`src/hw/rtl/bsat_pkg.sv`:
```
// Package for the bank switch address translator.
// Holds the sizes, item codes and controller/datapath interface structs.
// No dependencies; every other file of the block imports it.
package bsat_pkg;

    // Table sizes and widths
    localparam int PRG_SLOTS        = 4;
    localparam int CHR_SLOTS        = 8;
    localparam int ROM_ADDRESS_BITS = 20;
    localparam int OFFSET_W         = 20;
    localparam int PRG_BANKS_W      = 8;
    localparam int CHR_BANKS_W      = 11;
    localparam int CFG_DATA_W       = 11;
    localparam int SUM_W = ((ROM_ADDRESS_BITS > OFFSET_W) ? ROM_ADDRESS_BITS : OFFSET_W) + 1;

    // Remainder unit: magnitude bits of the bank position and its step counter
    localparam int DIV_W     = 15;
    localparam int DIV_CNT_W = 4;

    // Item kinds
    localparam logic [1:0] KIND_PRG_XLATE = 2'd0;
    localparam logic [1:0] KIND_CHR_XLATE = 2'd1;
    localparam logic [1:0] KIND_PRG_SET   = 2'd2;
    localparam logic [1:0] KIND_CHR_SET   = 2'd3;

    // Result targets
    localparam logic [1:0] TARGET_PRG_ROM = 2'd0;
    localparam logic [1:0] TARGET_PRG_RAM = 2'd1;
    localparam logic [1:0] TARGET_CHR_ROM = 2'd2;

    // Configuration register indexes
    localparam logic CFG_PRG_ROM_BANKS = 1'b0;
    localparam logic CFG_CHR_ROM_BANKS = 1'b1;

    // Program window size that a set item ignores
    localparam logic [1:0] PRG_WS_INVALID = 2'd3;

    // Commands from the controller to the datapath
    typedef struct packed {
        logic load;        // capture the accepted word
        logic xlate;       // produce the translate result
        logic elem_start;  // load the remainder unit for one slot
        logic div_step;    // one restoring remainder step
        logic elem_write;  // wrap, store the slot, advance the slot count
    } ctl_cmd_t;

    // Status from the datapath to the controller
    typedef struct packed {
        logic skip;        // program set with an unsupported window size
        logic div_last;    // last remainder step this cycle
        logic elem_last;   // last slot of the window
    } ctl_status_t;

endpackage

```
`src/hw/rtl/bsat_ctrl.sv`:
```
// Controller state machine of the bank switch address translator.
// Sequences translate words and the per-slot remainder loop of set words.
// Depends on bsat_pkg.
module bsat_ctrl (
    input  logic                  clk,
    input  logic                  rst_n,
    input  logic                  start,
    input  logic [1:0]            kind,
    input  bsat_pkg::ctl_status_t status,
    output bsat_pkg::ctl_cmd_t    cmd,
    output logic                  busy
);
    import bsat_pkg::*;

    typedef enum logic [4:0] {
        ST_IDLE  = 5'b00001,
        ST_XLATE = 5'b00010,
        ST_PREP  = 5'b00100,
        ST_DIV   = 5'b01000,
        ST_WRITE = 5'b10000
    } state_t;

    state_t state_reg;
    state_t state_next;
    logic   is_set;

    assign is_set = (kind == KIND_PRG_SET) || (kind == KIND_CHR_SET);
    assign busy   = (state_reg != ST_IDLE);

    // Next state and commands
    always_comb
    begin
        state_next = state_reg;
        cmd        = '0;
        unique case (state_reg)
            ST_IDLE:
            begin
                if (start)
                begin
                    cmd.load   = 1'b1;
                    state_next = is_set ? ST_PREP : ST_XLATE;
                end
            end
            ST_XLATE:
            begin
                cmd.xlate  = 1'b1;
                state_next = ST_IDLE;
            end
            ST_PREP:
            begin
                if (status.skip)
                begin
                    state_next = ST_IDLE;
                end
                else
                begin
                    cmd.elem_start = 1'b1;
                    state_next     = ST_DIV;
                end
            end
            ST_DIV:
            begin
                cmd.div_step = 1'b1;
                if (status.div_last)
                begin
                    state_next = ST_WRITE;
                end
            end
            ST_WRITE:
            begin
                cmd.elem_write = 1'b1;
                state_next     = status.elem_last ? ST_IDLE : ST_PREP;
            end
            default:
            begin
                state_next = ST_IDLE;
            end
        endcase
    end

    // State register
    always_ff @(posedge clk or negedge rst_n)
    begin
        if (!rst_n)
        begin
            state_reg <= ST_IDLE;
        end
        else
        begin
            state_reg <= state_next;
        end
    end

endmodule

```
`src/hw/rtl/bsat_datapath.sv`:
```
// Datapath of the bank switch address translator: size registers, slot tables,
// the restoring remainder unit for bank wrap and the translate result register.
// Depends on bsat_pkg.
module bsat_datapath (
    input  logic                                clk,
    input  logic                                rst_n,
    input  bsat_pkg::ctl_cmd_t                  cmd,
    output bsat_pkg::ctl_status_t               status,
    input  logic                                cfg_we,
    input  logic                                cfg_index,
    input  logic [bsat_pkg::CFG_DATA_W-1:0]     cfg_data,
    input  logic [1:0]                          kind,
    input  logic [15:0]                         address,
    input  logic [1:0]                          window_size,
    input  logic [2:0]                          slot,
    input  logic signed [10:0]                  page,
    output logic                                done,
    output logic [bsat_pkg::OFFSET_W-1:0]       offset,
    output logic [1:0]                          target,
    output logic                                out_of_range
);
    import bsat_pkg::*;

    // Configuration and slot tables
    logic [PRG_BANKS_W-1:0]      prg_banks_reg;
    logic [CHR_BANKS_W-1:0]      chr_banks_reg;
    logic [ROM_ADDRESS_BITS-1:0] prg_slots_reg [PRG_SLOTS];
    logic [ROM_ADDRESS_BITS-1:0] chr_slots_reg [CHR_SLOTS];

    // Captured word
    logic [1:0]  kind_reg;
    logic [15:0] address_reg;
    logic [1:0]  ws_reg;
    logic [2:0]  slot_reg;
    logic [10:0] page_reg;

    // Slot loop and remainder unit
    logic [2:0]             elem_reg;
    logic [DIV_CNT_W-1:0]   count_reg;
    logic [DIV_W-1:0]       dividend_reg;
    logic [CHR_BANKS_W-1:0] rem_reg;
    logic                   neg_reg;

    // Result registers
    logic                done_reg;
    logic [OFFSET_W-1:0] offset_reg;
    logic [1:0]          target_reg;
    logic                oor_reg;

    logic                   is_chr;
    logic [CHR_BANKS_W-1:0] modulus;
    logic [11:0]            page_adj;
    logic [15:0]            bank_pos;
    logic [15:0]            bank_mag;
    logic [CHR_BANKS_W:0]   trial;
    logic [CHR_BANKS_W-1:0] wrapped;
    logic [5:0]             slot_idx;
    logic [2:0]             elem_mask;
    logic [ROM_ADDRESS_BITS-1:0] slot_value;
    logic [SUM_W-1:0]       prg_sum;
    logic [SUM_W-1:0]       chr_sum;

    assign is_chr  = (kind_reg == KIND_CHR_SET);
    assign modulus = is_chr ? chr_banks_reg : CHR_BANKS_W'(prg_banks_reg);

    // Negative program page counts back from the end of the ROM
    always_comb
    begin
        page_adj = {page_reg[10], page_reg};
        if (!is_chr && page_reg[10])
        begin
            page_adj = page_adj + 12'(prg_banks_reg >> ws_reg);
        end
    end

    // Bank position of this slot in ROM bank units, and its magnitude
    assign bank_pos = ({{4{page_adj[11]}}, page_adj} << ws_reg) + {13'b0, elem_reg};
    assign bank_mag = bank_pos[15] ? (16'd0 - bank_pos) : bank_pos;

    // Restoring remainder step
    assign trial = {rem_reg, dividend_reg[DIV_W-1]};

    // Floored wrap; an empty ROM maps to offset zero
    always_comb
    begin
        if (modulus == '0)
        begin
            wrapped = '0;
        end
        else if (neg_reg && (rem_reg != '0))
        begin
            wrapped = modulus - rem_reg;
        end
        else
        begin
            wrapped = rem_reg;
        end
    end

    assign slot_value = is_chr ? ROM_ADDRESS_BITS'({wrapped, 10'b0})
                               : ROM_ADDRESS_BITS'({wrapped, 13'b0});
    assign slot_idx   = ({3'b0, slot_reg} << ws_reg) + {3'b0, elem_reg};
    assign elem_mask  = 3'((4'd1 << ws_reg) - 4'd1);

    assign status.skip      = !is_chr && (ws_reg == PRG_WS_INVALID);
    assign status.div_last  = (count_reg == '0);
    assign status.elem_last = (elem_reg == elem_mask);

    // Translate sums
    assign prg_sum = SUM_W'(prg_slots_reg[address_reg[14:13]]) + SUM_W'(address_reg[12:0]);
    assign chr_sum = SUM_W'(chr_slots_reg[address_reg[12:10]]) + SUM_W'(address_reg[9:0]);

    // Captured word and result payload
    always_ff @(posedge clk)
    begin
        if (cmd.load)
        begin
            kind_reg    <= kind;
            address_reg <= address;
            ws_reg      <= window_size;
            slot_reg    <= slot;
            page_reg    <= page;
        end
        if (cmd.elem_start)
        begin
            dividend_reg <= DIV_W'(bank_mag);
            neg_reg      <= bank_pos[15];
            rem_reg      <= '0;
        end
        else if (cmd.div_step)
        begin
            dividend_reg <= dividend_reg << 1;
            if (trial >= {1'b0, modulus})
            begin
                rem_reg <= CHR_BANKS_W'(trial - {1'b0, modulus});
            end
            else
            begin
                rem_reg <= CHR_BANKS_W'(trial);
            end
        end
        if (cmd.xlate)
        begin
            if (kind_reg == KIND_CHR_XLATE)
            begin
                offset_reg <= OFFSET_W'(chr_sum);
                target_reg <= TARGET_CHR_ROM;
                oor_reg    <= 1'b0;
            end
            else if (address_reg[15])
            begin
                offset_reg <= OFFSET_W'(prg_sum);
                target_reg <= TARGET_PRG_ROM;
                oor_reg    <= 1'b0;
            end
            else if (address_reg[14:13] == 2'b11)
            begin
                offset_reg <= OFFSET_W'(address_reg[12:0]);
                target_reg <= TARGET_PRG_RAM;
                oor_reg    <= 1'b0;
            end
            else
            begin
                offset_reg <= '0;
                target_reg <= TARGET_PRG_RAM;
                oor_reg    <= 1'b1;
            end
        end
    end

    // Control counters, configuration, slot tables and result strobe
    always_ff @(posedge clk or negedge rst_n)
    begin
        if (!rst_n)
        begin
            prg_banks_reg <= PRG_BANKS_W'(2);
            chr_banks_reg <= CHR_BANKS_W'(8);
            elem_reg      <= '0;
            count_reg     <= '0;
            done_reg      <= 1'b0;
            for (int i = 0; i < PRG_SLOTS; i++)
            begin
                prg_slots_reg[i] <= '0;
            end
            for (int i = 0; i < CHR_SLOTS; i++)
            begin
                chr_slots_reg[i] <= '0;
            end
        end
        else
        begin
            done_reg <= cmd.xlate;
            if (cfg_we)
            begin
                if (cfg_index == CFG_PRG_ROM_BANKS)
                begin
                    prg_banks_reg <= cfg_data[PRG_BANKS_W-1:0];
                end
                else
                begin
                    chr_banks_reg <= cfg_data[CHR_BANKS_W-1:0];
                end
            end
            if (cmd.load)
            begin
                elem_reg <= '0;
            end
            if (cmd.elem_start)
            begin
                count_reg <= DIV_CNT_W'(DIV_W - 1);
            end
            else if (cmd.div_step)
            begin
                count_reg <= count_reg - 1'b1;
            end
            // Store the wrapped slot offset where the slot exists, then advance
            if (cmd.elem_write)
            begin
                elem_reg <= elem_reg + 1'b1;
                if (is_chr)
                begin
                    if (slot_idx < 6'(CHR_SLOTS))
                    begin
                        chr_slots_reg[slot_idx[2:0]] <= slot_value;
                    end
                end
                else if (slot_idx < 6'(PRG_SLOTS))
                begin
                    prg_slots_reg[slot_idx[1:0]] <= slot_value;
                end
            end
        end
    end

    assign done         = done_reg;
    assign offset       = offset_reg;
    assign target       = target_reg;
    assign out_of_range = oor_reg;

endmodule

```
`src/hw/rtl/bank_switch_address_translator_core.sv`:
```
// Top level of the bank switch address translator.
// Joins the controller (bsat_ctrl) and the datapath (bsat_datapath); uses bsat_pkg.
//
//   channel  | handshake          | payload
//   ---------+--------------------+-----------------------------------------
//   command  | start / busy       | kind, address, window_size, slot, page
//   result   | done (one cycle)   | offset, target, out_of_range
//   config   | cfg_we, cfg_index  | cfg_data
//
// A translate word is captured, then the slot table is looked up and the result
// registered; done is high in the cycle after that, when the next word can
// already be accepted. A set word is captured and then, for each slot of its
// window, the remainder unit is loaded, 15 restoring steps run and the slot is
// stored; a program set with window size 3 is captured and then dropped without
// storing a slot.
// Reset sets both slot tables to zero and the ROM sizes to 2 and 8 banks.
// The receiver cannot stall; each result is shown for exactly one cycle.
module bank_switch_address_translator_core (
    input  logic                            clk,
    input  logic                            rst_n,
    input  logic                            start,
    output logic                            busy,
    input  logic [1:0]                      kind,
    input  logic [15:0]                     address,
    input  logic [1:0]                      window_size,
    input  logic [2:0]                      slot,
    input  logic signed [10:0]              page,
    input  logic                            cfg_we,
    input  logic                            cfg_index,
    input  logic [bsat_pkg::CFG_DATA_W-1:0] cfg_data,
    output logic                            done,
    output logic [bsat_pkg::OFFSET_W-1:0]   offset,
    output logic [1:0]                      target,
    output logic                            out_of_range
);
    import bsat_pkg::*;

    ctl_cmd_t    cmd;
    ctl_status_t status;

    // Sequence words
    bsat_ctrl u_ctrl (
        .clk    (clk),
        .rst_n  (rst_n),
        .start  (start),
        .kind   (kind),
        .status (status),
        .cmd    (cmd),
        .busy   (busy)
    );

    // Tables, wrap and results
    bsat_datapath u_datapath (
        .clk          (clk),
        .rst_n        (rst_n),
        .cmd          (cmd),
        .status       (status),
        .cfg_we       (cfg_we),
        .cfg_index    (cfg_index),
        .cfg_data     (cfg_data),
        .kind         (kind),
        .address      (address),
        .window_size  (window_size),
        .slot         (slot),
        .page         (page),
        .done         (done),
        .offset       (offset),
        .target       (target),
        .out_of_range (out_of_range)
    );

endmodule
```
`config.mk`:
```
export PLATFORM = sky130hd
export DESIGN_NAME = bank_switch_address_translator_core
export DESIGN_NICKNAME = d
export VERILOG_FILES = /design/src/hw/rtl/bsat_pkg.sv /design/src/hw/rtl/bsat_ctrl.sv /design/src/hw/rtl/bsat_datapath.sv /design/src/hw/rtl/bank_switch_address_translator_core.sv
export SDC_FILE = /design/constraint.sdc
export NUM_CORES = 1
export LEC_CHECK = 0
export ABC_AREA = 1
export ABC_CLOCK_PERIOD_IN_PS = 5410
export BUFFER_PORTS_ARGS = -buffer_cell sky130_fd_sc_hd__buf_2
export CORE_ASPECT_RATIO = 1.5
export CORE_MARGIN = 1
export CORE_UTILIZATION = 55
export CTS_CLUSTER_SIZE = 16
export DETAILED_ROUTE_END_ITERATION = 10
export GPL_ROUTABILITY_DRIVEN = 1
export PLACE_DENSITY = 0.73
export RECOVER_POWER = 50
export SYNTH_ARGS = -nofsm -noshare
export SYNTH_HDL_FRONTEND = slang
export SYNTH_HIERARCHICAL = 1
export SYNTH_SLANG_ARGS = --single-unit
```
`constraint.sdc`:
```
create_clock -name clk -period 5.41 [get_ports clk]
set_input_delay 0.541 -clock clk [delete_from_list [all_inputs] [get_ports clk]]
set_output_delay 0.541 -clock clk [all_outputs]
set_load 0.005 [all_outputs]
```
== Word level (Yosys, flattened, before mapping) ==
Cells that the tools add are included.
Operators by class
  muxes and demuxes: 43
  add/subtract/negate cells: 11
  order comparisons: 9
  shifts and indexed selects: 4
  reduce and logical (&&, ||, !) cells: 18
  bitwise operators: 6
  eq/ne operators: 15
Operator list (number)
  $mux 20: 9
  $bwmux 160: 1
  $bwmux 80: 1
  $bmux 20 s3: 1
  $demux 20 s3: 1
  $mux 15: 3
  $bmux 20 s2: 1
  $demux 20 s2: 1
  $mux 11: 2
  $add 20x10->20: 1
  $add 20x13->20: 1
  $mux 10: 2
  $pmux 5 s4: 1
  $add 16x3->16: 1
  $shl 16x2->16: 1
  $sub 1x15->15 const A: 1
  $mux 13: 1
  $add 12x12->12: 1
  $ge 12x11->1: 1
  $mux 12: 1
  $mux 3: 4
  $mux 4: 3
  $shr 8x2->12: 1
  $logic_not 11->1: 1
  other kinds (38): 65
Word-level totals
  word-level logic and storage cells: 135
  flip-flop bits (word level): 356
  output and inout bits: 25
  input port bits: 50

== Longest topological paths before layout ==
  depth after elaboration: 9
  mapped depth: 35
  depth with buffers taken out: 33

== Modules after synthesis ==
Netlist, hierarchy kept.
By module, submodules not included
  bsat_datapath: times used 1, area each 13168.9 um^2, cells each 1666, sequential area each 6093.3 um^2
  bsat_ctrl: times used 1, area each 341.6 um^2, cells each 45, sequential area each 126.4 um^2

== Worst setup path before layout ==
OpenSTA, ideal clock, no wires.
  path type: register to register
  start: reg u_datapath.ws_reg[0]
  end: reg u_datapath.dividend_reg[2], data pin
  data required time: 5.157 ns
  library setup time: 0.253 ns
  buffers on the path: 3
  cell stages (with the launch flop): 33
  period minus slack after synthesis: 4.517 ns
  arrival: 4.264 ns
  slack: 0.893 ns
  path through: edfxtp_1 buf_4 clkbuf_1 clkbuf_1 o21ai_0 o221ai_1 ha_1 inv_1 fa_1 inv_1 nand2_1 nand2_1 nand2_1 o21ai_1 o21ai_2 inv_1 o22ai_1 ha_1 nand3_1 and2_1 inv_1 nand3_1 nor2_2 nand2_2 nor2_4 nand2_4 nor2_4 nand2_2 nand2_4 nor2_1 xor2_1 nand2_1 nand2_1
Between the ends
  longest elaborated chain between the ends: 8
  elaborated cells between the ends (all ways): 12
  those cells by class: 3 x add/sub; 1 x eq/ne; 2 x shift; 5 x mux; 1 x reduce/logical
Ends and longest elaborated chain
  from (decl): RTL line bsat_datapath.sv:33  | logic [1:0] ws_reg;
  from (signal assigned): RTL line bsat_datapath.sv:120  | ws_reg <= window_size;
  $shr 8x2->12: RTL line bsat_datapath.sv:72  | page_adj = page_adj + 12'(prg_banks_reg >> ws_reg);
  $add 12x12->12: RTL line bsat_datapath.sv:72
  $mux 12: RTL line bsat_datapath.sv:70  | if (!is_chr && page_reg[10])
  $shl 16x2->16: RTL line bsat_datapath.sv:77  | assign bank_pos = ({{4{page_adj[11]}}, page_adj} << ws_reg) + {13'b0, elem_reg};
  $add 16x3->16: RTL line bsat_datapath.sv:77
  $sub 1x15->15: RTL line bsat_datapath.sv:78  | assign bank_mag = bank_pos[15] ? (16'd0 - bank_pos) : bank_pos;
  $mux 15: RTL line bsat_datapath.sv:78
  $mux 15 *: RTL line bsat_datapath.sv:124  | if (cmd.elem_start)
  to (signal assigned): RTL line bsat_datapath.sv:126  | dividend_reg <= DIV_W'(bank_mag);
  to (signal assigned): RTL line bsat_datapath.sv:132  | dividend_reg <= dividend_reg << 1;
  to (decl): RTL line bsat_datapath.sv:40  | logic [DIV_W-1:0] dividend_reg;
Mark *: on every way between the ends. The rest lies on a longest branch, timed or not.
A chain may end at the register's enable or synchronous reset.

== Worst setup path in the final report ==
Ends and elaborated chain as after synthesis.

==> results.yml <==
timing:
  fin_skew_ps: 11.4
  finalCritPeriodShare: 0.873
  max_freq_ghz: 0.212
  setup-violations-final: 0
  final_max_slew_viol_count: 189
  whs_ps: 200
  layout_min_cycle_time_ps: 4720
  rsz0062_at_grt: "false"
  slew_headroom: -0.815
  setup_ws_ps: 688
  finalHoldViolCount: 0
  tightestPinTransition_ps: 2720
  tns_ps: 0
setup_path:
  critPathRequiredTime_ps: 5680
  crit_fanout: 17
  slowest_stage: "edfxtp_1"
  critPathArrivalTime_ps: 4990
  endpoint_kind: "flop"
  cp-start-kind: "flop"
  criticalPathCategory: "reg2reg"
  path_common_cell: "nand2_1"
  max_stage_delay_ps: 610
clocking:
  clockRootBuffer: "clkbuf_16"
  worstSkewPairLatency_ps: 520
  postCtsSetupRepairBufs: 0
  postCtsHoldBufs: 0
  cts_tree: "done"
  cts_buffers: 24
  clk_pin_slew_ps: 60
  clk_path_buf_depth: 3
  cts.sinks: 236
  htreeDepth: 1
  cts_resized: 0
logic_synthesis:
  synth_seq_area_share: 0.460
  async_reset_ff_frac: 0.644
  synth_edf_count: 73
  ys_ff_latch: 236
  yosys.area.top_type_share: 0.276
  synth.net_count: 1807
  syn_inst: 1711
  yosysWarningCount: 6
  syn_avg_cell_area_um2: 7.90
  synthFlopType: "dfrtp_1"
  synth.area.top_cells: "dfrtp_1 28%, edfxtp_1 16%, nand2_1 12%"
  yosysUniqueCellTypes: 60
  yosysTopAreaCell: "dfrtp_1"
  synth_area_um2: 13500
drt:
  vias: 11600
  ant_nets: 0
  dr.pass1.iters: 8
  wirelength_mm: 33.2
  wl_per_cell_um: 15.9
  viasPerCell: 5.52
  drc: 0
  drt_iter0_markers: 812
power_and_ir_drop:
  p_leak_nw: 7.02
  vdd_drop_max_uv: 343
  power-per-cell-area_nw_per_um2: 479
  finalPower_w: 0.00713
final_layout:
  fillers: 2153
  layout-drive-gt1-share: 0.0958
  nets: 1852
  multi_input_area_um2: 6210
  largest_register_ffs: 80
  antenna_cells: 0
  final_cell_mix: "440 x nand2_1, 195 x o21ai_0, 189 x inv_1, 149 x dfrtp_1, 133 x nor2_1"
  final_common_cell: "nand2_1"
  regArea_um2: 6220
  syn2layout_area_growth_pct: 10.1
floorplanning:
  fp.dieW_um: 130
  core_um2: 23900
  fp-row-count: 69
  fp.dieArea_um2: 25200
  die_y_um: 194
  start_util: 0.565
  ioPinCount: 75
place:
  place_ws_ps: 715
  io_buffers: 74
  gp_congestion: 0.880
  dpl.hpwl_mm: 23.6
outcome:
  status: "finished, violations left"
  violations: "capacitance limit, slew limit"
grt:
  grt_max_degree: 108
  grt_pass1_vias: 11300
  gr-usage-all-layers: 0.273
  grt_overflow_total: 0
  grt_first_pass_wirelength_mm: 54.6
  antenna_found_initial: 0
job:
  drv_cap: 3
worst_hold_path:
  hold_class: "in2reg"
## power breakdown
| part | switching (W) | internal [W] | total, W | leakage, nW |
|---|---|---|---|---|
| logic | 0.00213 | 0.000976 | 0.00310 | 3.76 |
| registers | 0.000168 | 0.00209 | 0.00226 | 2.83 |
| clock network | 0.000700 | 0.00106 | 0.00176 | 0.419 |
| total | 0.00300 | 0.00413 | 0.00713 | 7.02 |
## kinds of logic (layout without fill, tap and decap cells)
| group | after synthesis | in the layout | synth area share |
|---|---|---|---|
| AND/OR/NAND/NOR | 762 | 762 | 0.241 |
| AO/OA/AOI/OAI | 356 | 356 | 0.149 |
| buffers and inverters | 275 | 338 | 0.0808 |
| flip-flops | 236 | 236 | 0.460 |
| adder cells (fa/ha/maj) | 46 | 46 | 0.0459 |
| XOR/XNOR | 33 | 33 | 0.0214 |
| multiplexers | 3 | 3 | 0.00241 |
## Yosys cell counts (11+ instances only)
cell type and instances:
xor2_1 20, o22ai_1 17, nor2_1 136, xnor2_1 13, o211ai_1 23, a21oi_1 46
dfrtp_1 149, o21ai_0 196, nand2_1 440, dfxtp_1 11, clkbuf_1 42, inv_2 19
ha_1 40, buf_2 15, nand3_1 117, edfxtp_1 73, inv_1 189, o21ai_1 31
## per-stage QoR
stage / instances / util / cell area, um^2
after floorplan: 1711 / - / 13500
after global placement: 2049 / 0.589 / 14100
after detailed placement: 2049 / 0.589 / 14100
after CTS: 2093 / 0.624 / 14900
after global routing: 2093 / 0.622 / 14900
final: 2093 / 0.622 / 14900
## layout make-up
class,count,area share
clock buffers,33,0.0475
flip-flops and latches,236,0.418
clock inverters,11,0.00942
inverters,210,0.0532
repair buffers,84,0.0273
well taps,319,0.0268
multi-input cells,1200,0.417
## critical path, delay by kind of cell (launching register included)
| kind | cells | cell delay, ps |
|---|---|---|
| buffers and inverters | 4 | 340 |
| AND/OR/NAND/NOR | 18 | 1990 |
| adder cells (fa/ha/maj) | 3 | 1010 |
| flip-flops | 1 | 610 |
| XOR/XNOR | 1 | 140 |
| AO/OA/AOI/OAI | 4 | 390 |
## final timing paths
check / start / to / slack (ps) / cells after the start
worst max register to register: u_datapath/ws_reg[0] / u_datapath/dividend_reg[2] / 690 / 30
max in group asynchronous: rst_n / u_datapath/prg_slots_reg[13] / 1210 / 2
min in group asynchronous: rst_n / u_datapath/done / 840 / 1
worst min register to register: u_datapath/prg_slots_reg[70] / u_datapath/prg_slots_reg[70] / 470 / 2
worst max-delay path: u_datapath/ws_reg[0] / u_datapath/dividend_reg[2] / 690 / 30
worst min-delay path: address[8] / u_datapath/address_reg[8] / 200 / 1
## per-layer routing
metal / share of wire / wire [um] / global-route usage / vias up
met5: 0 / 0 / 0 / -
met4: 0.063 / 2090 / 0.172 / 0
met3: 0.034 / 1120 / 0.0254 / 105
met2: 0.51 / 17000 / 0.486 / 312
met1: 0.39 / 13000 / 0.309 / 5408
li1: - / - / - / 5734
Power figures use the tool's default switching activity.
